--- config.mk ---
export PLATFORM = sky130hd
export DESIGN_NAME = scc_out_fifo
export DESIGN_NICKNAME = d
export VERILOG_FILES = /design/src/rtl/core/scc_pkg.sv /design/src/rtl/core/scc_out_fifo.sv
export SDC_FILE = /design/constraint.sdc
export NUM_CORES = 1
export LEC_CHECK = 0
export BUFFER_PORTS_ARGS = -buffer_cell sky130_fd_sc_hd__buf_2
export CORE_UTILIZATION = 40
export DETAILED_ROUTE_END_ITERATION = 12
export PLACE_DENSITY = 0.58
export SLEW_MARGIN = 10
export SYNTH_ARGS = -nofsm -noshare
export SYNTH_HDL_FRONTEND = slang
export SYNTH_SLANG_ARGS = --single-unit
--- constraint.sdc ---
create_clock -name clk -period 5.8 [get_ports clk]
set_clock_uncertainty 0.15 [all_clocks]
set_input_delay 1.16 -clock clk [delete_from_list [all_inputs] [get_ports clk]]
set_output_delay 1.16 -clock clk [all_outputs]
set_load 0.05 [all_outputs]
--- src/rtl/core/scc_pkg.sv ---
package scc_pkg;

  // frame limits and fixed point format
  localparam int MAX_WIDTH        = 2048;
  localparam int MAX_HEIGHT       = 2048;
  localparam int WEIGHT_FRAC_BITS = 12;

  // field widths
  localparam int CFG_DIM_W = 12;
  localparam int WEIGHT_W  = 16;
  localparam int SAMPLE_W  = 8;
  localparam int GREY_MAX  = (1 << SAMPLE_W) - 1;

  // counter widths
  localparam int COL_W  = $clog2(MAX_WIDTH);
  localparam int OROW_W = $clog2(MAX_HEIGHT);
  localparam int WDIM_W = $clog2(MAX_WIDTH + 1);
  localparam int HDIM_W = $clog2(MAX_HEIGHT + 1);
  localparam int IROW_W = $clog2(MAX_HEIGHT + 3);

  // datapath widths
  localparam int TAPS   = 3;
  localparam int PROD_W = WEIGHT_W + SAMPLE_W + 1;
  localparam int CSUM_W = PROD_W + 2;
  localparam int ACC_W  = CSUM_W + 2;

  // result queue
  localparam int FIFO_DEPTH = 8;
  localparam int FIFO_AW    = $clog2(FIFO_DEPTH);
  localparam int FIFO_CW    = $clog2(FIFO_DEPTH + 1);

  // register port
  localparam int APB_AW = 5;
  localparam int APB_DW = 32;

  localparam logic [CFG_DIM_W-1:0]       RST_FRAME_WIDTH   = CFG_DIM_W'(640);
  localparam logic [CFG_DIM_W-1:0]       RST_FRAME_HEIGHT  = CFG_DIM_W'(480);
  localparam logic signed [WEIGHT_W-1:0] RST_WEIGHT_CENTRE = WEIGHT_W'(6827);
  localparam logic signed [WEIGHT_W-1:0] RST_WEIGHT_EDGE   = -WEIGHT_W'(341);
  localparam logic signed [WEIGHT_W-1:0] RST_WEIGHT_CORNER = -WEIGHT_W'(341);

  typedef enum logic [2:0] {
    REG_FRAME_WIDTH   = 3'd0,
    REG_FRAME_HEIGHT  = 3'd1,
    REG_WEIGHT_CENTRE = 3'd2,
    REG_WEIGHT_EDGE   = 3'd3,
    REG_WEIGHT_CORNER = 3'd4
  } reg_idx_t;

  typedef logic [SAMPLE_W-1:0] sample_t;

  // one window column, index is the tap row (0 = oldest row)
  typedef sample_t [TAPS-1:0] column_t;

  // which taps of one column lie inside the frame
  typedef struct packed {
    logic [TAPS-1:0] row_en;
    logic            col_en;
  } tap_mask_t;

  typedef struct packed {
    logic [SAMPLE_W-1:0] grey;
    logic                last;
  } result_t;

endpackage

--- src/rtl/core/scc_out_fifo.sv ---
module scc_out_fifo import scc_pkg::*; (
  input  logic               clk,
  input  logic               rst,
  input  logic               push,
  input  result_t            push_data,
  input  logic               pop,
  output logic               valid,
  output result_t            head_data,
  output logic [FIFO_CW-1:0] count
);

  result_t              mem [FIFO_DEPTH];
  logic [FIFO_AW-1:0]   head;
  logic [FIFO_AW-1:0]   tail;

  assign valid     = (count != '0);
  assign head_data = mem[head];

  always_ff @(posedge clk) begin
    if (push) begin
      mem[tail] <= push_data;
    end
  end

  always_ff @(posedge clk) begin
    if (rst) begin
      head  <= '0;
      tail  <= '0;
      count <= '0;
    end else begin
      if (push) begin
        tail <= tail + 1'b1;
      end
      if (pop) begin
        head <= head + 1'b1;
      end
      count <= count + FIFO_CW'(push) - FIFO_CW'(pop);
    end
  end

endmodule

== Yosys cells after proc, flatten, opt, wreduce, memory -nomap -nowiden ==
Memories as Yosys holds them, arrays and structs flattened. A register that Yosys moved wholly into a read port is not among the register bits.
Cells that the tools add are included.
Storage, ports and cells
  memories kept: 1
  output and inout port bits: 14
  word-level logic and storage cells: 13
  register bits: 10
  memory bits (writable): 72
  bits of input ports: 13
Operators by class
  mux-type cells: 4
  add/sub/neg operators: 4
  reduce and logical (&&, ||, !) cells: 1
Memories
  mem: depth 8, bits a word 9, rd ports 1, clocked after memory_dff 1, write ports 1, line scc_out_fifo.sv:12  | result_t mem [FIFO_DEPTH];
Operator list (number)
  adder 3 x 1 -> 3 bit (second input constant): 2
  two-way mux 3 bit: 2
  adder 4 x 1 -> 4 bit: 1
  nonzero test 4 bit: 1
  subtractor 4 x 1 -> 4 bit: 1
  two-way mux 1 bit: 2

== Logic depth before layout (Yosys ltp) ==
  depth in word-level cells: 3
  mapped depth: 8

== Worst setup path before layout ==
No wires, ideal clock.
  kind: flip-flop to output port
  start point: register with a tool-made name
  end point: output head_data[0] in the netlist's numbering
  buffers on the path: 2
  cell stages (with the launch flop): 5
  data arrival time: 1.494 ns
  required time: 4.490 ns
  setup slack: 2.996 ns
  cells stage by stage: dfxtp_1 -> buf_6 -> buf_12 -> mux4_1 -> mux2_2
RTL lines
  end, declared: line scc_out_fifo.sv:8  | output result_t head_data,

==> impl_metrics.py <==
metrics = {
    "drt": {
        "via_per_inst": 5.05,
        "m1WireLength_mm": 2.68,
        "drc_errors": 0,
        "ant_nets": 0,
        "routed_wl_mm": 5.67,
        "firstDrtPassIters": 4,
        "post_drt_wl_per_cell_um": 18.0,
        "routed-wl-met2_mm": 2.62,
        "drt-initial-drc-count": 86,
        "via_count": 1591,
        "wl_met3_um": 275,
        "dr.max_layer_used": "met4",
    },
    "layout": {
        "nFillCells": 713,
        "final_area_mm2": 0.00382,
        "drive_gt1_frac": 0.257,
        "multi_input_area_um2": 890,
        "area_growth_pct": 12.9,
        "regArea_mm2": 0.00242,
        "antenna_cells": 0,
        "fin_cells": 315,
        "nets": 226,
    },
    "sta": {
        "drv_slew": 0,
        "fin_tns_setup_ns": 0,
        "rsz0062_at_grt": "false",
        "setup_ws_ns": 2.00,
        "setup_viol": 0,
        "period_needed_ns": 3.80,
        "worst_pin_slew_ns": 1.11,
        "max_freq_ghz": 0.263,
        "hold_violations": 0,
        "fin_crit_sh": 0.656,
        "slew_headroom": 0.256,
    },
    "cts": {
        "clk_path_buf_depth": 2,
        "clk_pin_slew_ns": 0.09,
        "cts.sinks": 85,
        "cts_buffers": 9,
        "clock_latency_ns": 0.35,
        "cts_tree": "built",
        "htree_levels": 3,
        "postCtsHoldBufs": 0,
        "cts_root_buf": "clkbuf_8",
        "postCtsSetupBuffers": 0,
        "cts-resized-gates": 0,
    },
    "worst_setup_path": {
        "slowest_delay_ns": 0.98,
        "cp.buffers_inverters": 1,
        "crit_path_end_kind": "output port",
        "cp.required_ns": 4.49,
        "worstReg2RegStart": "tail[0]",
        "critPathLaunchType": "flop",
        "worstSetupPathType": "reg -> out",
        "crit_arrival_ns": 2.49,
        "critPathTopFamily": "flip-flops",
        "worstPathCellList": "mux4_1 -> mux2_2 -> buf_2",
        "worst-path-max-fanout": 18,
        "slowest_stage": "dfxtp_1",
    },
    "floorplanning": {
        "dieHeight_um": 94,
        "boundaryPins": 27,
        "rows": 33,
        "dieWidth_um": 94,
        "placeableCoreArea_mm2": 0.00822,
        "start_util": 0.412,
        "dieArea_mm2": 0.00884,
    },
    "pwr": {
        "leakage_nw": 1.33,
        "irDropWorstVdd_uv": 154,
        "power.density_mw_per_mm2": 354,
        "p_total_mw": 1.35,
    },
    "grt": {
        "grt_use_total": 0.141,
        "grt_pass1_vias": 1575,
        "grt_max_degree": 19,
        "grt_pass1_wl_mm": 8.55,
        "overflow": 0,
        "antenna_found_initial": 0,
    },
    "placed_design": {
        "placed_area_mm2": 0.00361,
        "hpwlAfterDp_mm": 3.44,
        "place_ws_ns": 2.31,
        "gp_congestion": 0.654,
        "dp_cells": 299,
        "portBuffers": 26,
    },
    "logic_synthesis": {
        "yosys_register_bits": 85,
        "seq_area_frac_synth": 0.715,
        "yosys.area.top_type": "edfxtp_1",
        "synth_top_cell_area_share": 0.639,
        "synth.distinct_cells": 23,
        "synthCells": 172,
        "ys_dominant_reg_cell": "edfxtp_1",
        "synth_area_leaders": "edfxtp_1, mux4_1, dfxtp_1",
        "synth.cell_area_mm2": 0.00339,
        "syn_area_per_cell_um2": 19.7,
        "yosys_warnings": 0,
        "synth_edf_count": 72,
        "yosysMostFrequentCell": "edfxtp_1",
        "synth_commonest_cells": "edfxtp_1, mux4_1, nor2_1",
        "synth_nets": 193,
        "async_reset_ff_frac": 0,
    },
    "hold_path": {
        "holdCritStartpoint": "tail[0]",
        "hold_path_class": "reg -> reg",
    },
    "run": {
        "cap_violations": 0,
    },
    "status": {
        "status": "completed",
    },
}
[cell usage in the layout, fill, tap and decap left out]
cell type / n
a21oi_1: 3
xor2_1: 3
nor3_1: 2
xnor2_1: 1
nand2_1: 4
a31o_2: 1
dfxtp_1: 13
nand3_1: 2
edfxtp_1: 72
nor2b_1: 1
nand2b_1: 5
inv_6: 3
mux4_1: 18
fa_1: 1
ha_1: 7
clkbuf_8: 9
mux2i_1: 2
bufinv_16: 1
nor2_1: 15
buf_4: 2
mux2_2: 9
inv_1: 7
buf_2: 26
clkinv_4: 3
[where the power goes]
| group | internal, mW | switching [mW] | total, mW |
|---|---|---|---|
| Combinational | 0.0773 | 0.145 | 0.223 |
| Sequential | 0.686 | 0.0195 | 0.705 |
| Clock | 0.206 | 0.220 | 0.426 |
| Total | 0.969 | 0.385 | 1.35 |
[worst reg2reg max path, stage by stage (launching register included)]
cell and delay (ns):
dfxtp_1 0.35, nand2b_1 0.22, nor2_1 0.86
[flip-flops by register name, summed over array words and instances (netlist names), named ones only]
signal and flops:
count 4, tail 3, head 3, mem 72
[metal layers]
metal	track usage	vias up
li1	-	751
met1	0.189	796
met2	0.214	34
met3	0.0364	10
met4	0.0692	0
met5	0	-
[logic make-up after synthesis]
| logic type | Yosys count | synth area share |
|---|---|---|
| adder cells (fa/ha/maj) | 8 | 0.0318 |
| AO/OA/AOI/OAI | 4 | 0.00702 |
| AND/OR/NAND/NOR | 29 | 0.0381 |
| flip-flops | 85 | 0.715 |
| multiplexers | 29 | 0.176 |
| buffers and inverters | 13 | 0.0218 |
| XOR/XNOR | 4 | 0.0103 |
[path summary, 6_finish.rpt]
| kind | to | cells after the start | slack, ns |
|---|---|---|---|
| setup / recovery | head_data[1] | 3 | 2.00 |
| hold / removal | tail[0] | 2 | 0.38 |
| setup reg to reg | mem[4][3] | 2 | 3.84 |
| hold reg to reg | tail[0] | 2 | 0.38 |
[final cells by class]
cell class | count | share of cell area
flip-flops and latches | 85 | 0.634
multi-input cells | 74 | 0.233
repair buffers | 28 | 0.0380
well taps | 105 | 0.0344
clock buffers | 9 | 0.0324
clock inverters | 7 | 0.0216
inverters | 7 | 0.00688
[stage by stage]
step                hold WS, ns  utilization
finish                    0.379        0.465
detailed placement        0.367        0.440
CTS                       0.381        0.465
floorplan                 0.325            -
global route              0.392        0.465
global placement          0.345        0.440
(Power assumes the default switching activity.)
