File: config.mk
export PLATFORM = sky130hd
export DESIGN_NAME = scc_cell
export DESIGN_NICKNAME = d
export VERILOG_FILES = /design/src/rtl/core/scc_pkg.sv /design/src/rtl/core/scc_cell.sv
export SDC_FILE = /design/constraint.sdc
export NUM_CORES = 1
export LEC_CHECK = 0
export ABC_CLOCK_PERIOD_IN_PS = 9550
export BUFFER_PORTS_ARGS = -buffer_cell sky130_fd_sc_hd__buf_2
export CORE_ASPECT_RATIO = 0.7
export CORE_MARGIN = 1.5
export CORE_UTILIZATION = 40
export CTS_CLUSTER_SIZE = 20
export DETAILED_ROUTE_END_ITERATION = 12
export GPL_ROUTABILITY_DRIVEN = 0
export PLACE_DENSITY = 0.59
export SYNTH_ARGS = -nofsm -noshare
export SYNTH_HDL_FRONTEND = slang
export SYNTH_SLANG_ARGS = --single-unit
File: constraint.sdc
create_clock -name clk -period 9.55 [get_ports clk]
set_input_delay 0.4775 -clock clk [delete_from_list [all_inputs] [get_ports clk]]
set_output_delay 0.4775 -clock clk [all_outputs]
set_load 0.005 [all_outputs]
File: src/rtl/core/scc_pkg.sv
package scc_pkg;

  // frame limits and fixed point format
  localparam int MAX_WIDTH        = 2048;
  localparam int MAX_HEIGHT       = 2048;
  localparam int WEIGHT_FRAC_BITS = 12;

  // field widths
  localparam int CFG_DIM_W = 12;
  localparam int WEIGHT_W  = 16;
  localparam int SAMPLE_W  = 8;
  localparam int GREY_MAX  = (1 << SAMPLE_W) - 1;

  // counter widths
  localparam int COL_W  = $clog2(MAX_WIDTH);
  localparam int OROW_W = $clog2(MAX_HEIGHT);
  localparam int WDIM_W = $clog2(MAX_WIDTH + 1);
  localparam int HDIM_W = $clog2(MAX_HEIGHT + 1);
  localparam int IROW_W = $clog2(MAX_HEIGHT + 3);

  // datapath widths
  localparam int TAPS   = 3;
  localparam int PROD_W = WEIGHT_W + SAMPLE_W + 1;
  localparam int CSUM_W = PROD_W + 2;
  localparam int ACC_W  = CSUM_W + 2;

  // result queue
  localparam int FIFO_DEPTH = 8;
  localparam int FIFO_AW    = $clog2(FIFO_DEPTH);
  localparam int FIFO_CW    = $clog2(FIFO_DEPTH + 1);

  // register port
  localparam int APB_AW = 5;
  localparam int APB_DW = 32;

  localparam logic [CFG_DIM_W-1:0]       RST_FRAME_WIDTH   = CFG_DIM_W'(640);
  localparam logic [CFG_DIM_W-1:0]       RST_FRAME_HEIGHT  = CFG_DIM_W'(480);
  localparam logic signed [WEIGHT_W-1:0] RST_WEIGHT_CENTRE = WEIGHT_W'(6827);
  localparam logic signed [WEIGHT_W-1:0] RST_WEIGHT_EDGE   = -WEIGHT_W'(341);
  localparam logic signed [WEIGHT_W-1:0] RST_WEIGHT_CORNER = -WEIGHT_W'(341);

  typedef enum logic [2:0] {
    REG_FRAME_WIDTH   = 3'd0,
    REG_FRAME_HEIGHT  = 3'd1,
    REG_WEIGHT_CENTRE = 3'd2,
    REG_WEIGHT_EDGE   = 3'd3,
    REG_WEIGHT_CORNER = 3'd4
  } reg_idx_t;

  typedef logic [SAMPLE_W-1:0] sample_t;

  // one window column, index is the tap row (0 = oldest row)
  typedef sample_t [TAPS-1:0] column_t;

  // which taps of one column lie inside the frame
  typedef struct packed {
    logic [TAPS-1:0] row_en;
    logic            col_en;
  } tap_mask_t;

  typedef struct packed {
    logic [SAMPLE_W-1:0] grey;
    logic                last;
  } result_t;

endpackage

File: src/rtl/core/scc_cell.sv
module scc_cell import scc_pkg::*; (
  input  logic                       clk,
  input  logic                       shift,
  input  column_t                    col_in,
  output column_t                    col_out,
  input  logic signed [WEIGHT_W-1:0] weight_outer,
  input  logic signed [WEIGHT_W-1:0] weight_mid,
  input  tap_mask_t                  mask,
  output logic signed [CSUM_W-1:0]   psum
);

  column_t                    taps;
  logic signed [SAMPLE_W:0]   smp  [TAPS];
  logic signed [WEIGHT_W-1:0] wsel [TAPS];
  logic signed [PROD_W-1:0]   prod [TAPS];
  logic signed [CSUM_W-1:0]   psum_next;

  assign col_out = taps;

  always_comb begin
    psum_next = '0;
    for (int i = 0; i < TAPS; i++) begin
      smp[i]  = {1'b0, taps[i]};
      wsel[i] = (i == 1) ? weight_mid : weight_outer;
      prod[i] = '0;
      if (mask.row_en[i] && mask.col_en) begin
        prod[i] = wsel[i] * smp[i];
      end
      psum_next = psum_next + CSUM_W'(prod[i]);
    end
  end

  always_ff @(posedge clk) begin
    if (shift) begin
      taps <= col_in;
    end
    psum <= psum_next;
  end

endmodule

======== After elaboration in Yosys (flattened, before gate mapping) ========
Index checks and enable logic that the tools add are counted.
operators by class
  muxes and demuxes ....................... 3
  add/subtract/negate cells ............... 2
  multiply operators ...................... 3
  reduce and logical (&&, ||, !) cells .... 3
operator list
  operator                     count
  multiplier 16 x 9 -> 25 bit  3
  two-way mux 25 bit           3
  adder 26 x 25 -> 27 bit      1
  adder 25 x 25 -> 26 bit      1
  logical AND 1 bit            3
storage, ports and cells
  output and inout bits ................... 51
  flip-flop bits (word level) ............. 51
  logic and storage cells ................. 15
  bits of input ports ..................... 62

======== Depth between registers and ports, before layout ========
  word-level depth ........................ 4
  mapped depth ............................ 30
  depth with buffers taken out ............ 29

======== Worst setup path after synthesis ========
Ideal clock, no wire load.
  kind .................................... flip-flop to flip-flop
  from .................................... register taps, in the netlist col_out[8]
  to ...................................... register psum[23]
  slack ................................... 2.876 ns
  data arrival time ....................... 6.601 ns
  period minus slack after synthesis ...... 6.674 ns
  stages on the path, launching flop included .. 26
  buffers on the path ..................... 1
  path through ............................ edfxtp_1 clkbuf_1 nand2_1 fa_1 inv_1 fa_1 fa_1 inv_1 fa_1 inv_1 ha_1 nand2_1 o31a_1 o31ai_4 a211oi_1 or3_1 xnor2_1 nand2_1 fa_1 inv_1 ha_1 and3_1 a22oi_1 nor3_1 a2111oi_0 xnor2_1
between the ends
  cells in the longest elaborated chain, start to end .. 4
RTL lines
  item                         RTL line        text
  start, declared              scc_cell.sv:12  column_t taps;
  start signal, assigned       scc_cell.sv:35  taps <= col_in;
  multiplier 16 x 9 -> 25 bit  scc_cell.sv:27  prod[i] = wsel[i] * smp[i];
  two-way mux 25 bit           scc_cell.sv:26  if (mask.row_en[i] && mask.col_en) begin
  adder 25 x 25 -> 26 bit      scc_cell.sv:29  psum_next = psum_next + CSUM_W'(prod[i]);
  adder 26 x 25 -> 27 bit      scc_cell.sv:29
  via psum_next[23]            scc_cell.sv:16  logic signed [CSUM_W-1:0] psum_next;
  end signal, assigned         scc_cell.sv:37  psum <= psum_next;
  end, declared                scc_cell.sv:9   output logic signed [CSUM_W-1:0] psum
The timed path passes the listed nets, and every way through them passes these cells.
A chain may end at the register's enable or synchronous reset.

======== Final worst setup path ========
Ends and elaborated chain as after synthesis.

==> out/qor.csv <==
metric,value,unit
slew_headroom,46.9,%
drt-vias-per-instance,4.93,
power,6.31,mW
fin_tns_setup,0,ns
worst_setup_path_start_kind,register,
fin_nets,2655,
cts_buffer_depth,2,
cpMaxStageDelayCell,edfxtp_1,
cts.clk_slew.worst_paths,0.09,ns
power.leakage,10.1,nW
hp-start,col_in[14],
cts_sinks,51,
postPlaceCellArea,18400,µm²
yosysWarnings,0,
synthCells,2015,
skew,0.00803,ns
grt_max_degree,25,
core,42500,µm²
synth.top_cell.area_share,38.5,%
htree_num_levels,2,
cts_buffers,5,
antenna_found_initial,0,
ir_drop,0.222,mV
synth_area_leaders,"fa_1 38%, ha_1 13%, inv_1 11%",
syn_nets,2584,
ys_ff_latch,51,
grt_pass1_wl,68700,µm
die_w,251,µm
finalSetupViolCount,0,
async_flop_share,0,%
drtIter0Drc,706,
rsz0062_at_grt,false,
p_per_area,340,nW/µm²
row_count,63,
antenna_left,0,
outcome,completed,
routedWlPerCell,15.4,µm
max_freq,0.129,GHz
ys_top_cells_by_count,"522 x inv_1, 332 x fa_1, 256 x nand2_1",
cts_setup_buffers,0,
ioPinCount,113,
hold_viol,0,
avgSynthCellArea,8.58,µm²
place.detailed.hpwl,33900,µm
regArea,1260,µm²
synth.most_common_cell,inv_1,
firstDrtPassIters,5,
ctsHoldBuffers,0,
drv_cap,0,
clk_latency,0.34,ns
ys.flop_type,dfxtp_1,
grt_usage,19.5,%
synth_edf_count,24,
critPathLaunch,col_out[8],
diodes,0,
fp.dieArea,44500,µm²
period_needed,7.73,ns
finalMaxSlewViolations,0,
start_util,40.7,%
cpMostUsedCell,fa_1,
post_synth_num_cell_types,57,
end_kind,register,
yosysSeqAreaShare,7.30,%
n_fill_cell,4207,
cp_max_fo,17,
overflow,0,
final_area,18500,µm²
r2r-start,col_out[8],
hold_path_class,in -> reg,
area_growth,7.17,%
yosys.area.top_type,fa_1,
multi_input_area,13900,µm²
grt_pass1_vias,13600,
crit_required,9.77,ns
path_class,reg -> reg,
dieHeight,177,µm
io_buffers,112,
vias,13000,
cts_tree,done,
finalWirelength,40700,µm
post-route-drc-count,0,
syn-cell-area,17300,µm²
arrival,7.94,ns
tightest_slew,0.797,ns
drive_gt1_share,6.28,%
cts.repair.resized,0,
root_buffer,clkbuf_16,
finalCritPeriodShare,80.9,%
critPathMaxStageDelay,0.84,ns
==> sequential cells by signal (all words and copies together), names as in the netlist <==
name and cells:
psum 27, col_out 24
==> through the flow <==
| step | setup WS (ns) | std cells | utilization (%) | hold WS, ns |
|---|---|---|---|---|
| after floorplan | 2.88 | 2015 | - | 0.576 |
| after global placement | 2.03 | 2631 | 43.2 | 0.654 |
| after detailed placement | 1.87 | 2631 | 43.2 | 0.656 |
| after CTS | 1.86 | 2639 | 43.6 | 0.286 |
| after global routing | 1.24 | 2639 | 43.6 | 0.292 |
| final | 1.82 | 2639 | 43.6 | 0.304 |
==> path summary, 6_finish.rpt <==
path | end | slack (ns) | cells past startpoint
worst max register to register | psum[23] | 1.82 | 26
worst min register to register | psum[0] | 1.27 | 2
worst min-delay path | col_out[14] | 0.30 | 1
worst max-delay path | psum[23] | 1.82 | 26
==> final cells by class <==
class	instances	area share (%)
multi-input cells	1393	74.9
inverters	522	10.6
flip-flops and latches	51	6.81
well taps	552	3.73
repair buffers	113	3.07
clock buffers	6	0.811
clock inverters	2	0.0743
==> cell families (layout without fill, tap and decap cells) <==
kind of cell / after synthesis / count (layout) / synth area share [%]
simple gates: 608 / 608 / 17.4
buf+inv: 571 / 643 / 12.4
fa+ha+maj: 507 / 507 / 51.1
compound gates: 200 / 200 / 7.83
xor+xnor: 78 / 78 / 3.95
flops: 51 / 51 / 7.30
==> worst max-delay path: cells and delay by family (launching register included) <==
kind | cells | cell delay, ns
DFF | 1 | 0.84
AOI/OAI and AO/OA | 6 | 2.30
and+or+nand+nor | 7 | 0.74
xor gates and xnor gates | 2 | 0.27
adders and majority gates | 7 | 3.26
buffers and inverters | 4 | 0.20
==> power by group <==
part / switching, mW / internal, mW
Combinational: 3.29 / 2.40
Sequential: 0.0739 / 0.317
Clock: 0.115 / 0.114
==> cell usage in the layout (no fill, tap or decap), drive strengths merged, types with 24 or more instances in the layout <==
cell type | netlist | routed
buf | 0 | 113
o21ai | 31 | 31
and2 | 206 | 206
xnor2 | 58 | 58
ha | 175 | 175
dfxtp | 27 | 27
nand2 | 256 | 256
inv | 522 | 522
a21oi | 59 | 59
fa | 332 | 332
nor2 | 55 | 55
edfxtp | 24 | 24
a21o | 31 | 31
==> routing by layer <==
layer	vias up	part of all wire, %	global-route usage [%]
met1	6548	49	27.7
met5	-	0	0
met2	221	46	32.1
met3	30	4.0	2.31
met4	0	1.3	3.84
li1	6208	-	-
No activity file was read; power rests on OpenSTA's default activity.
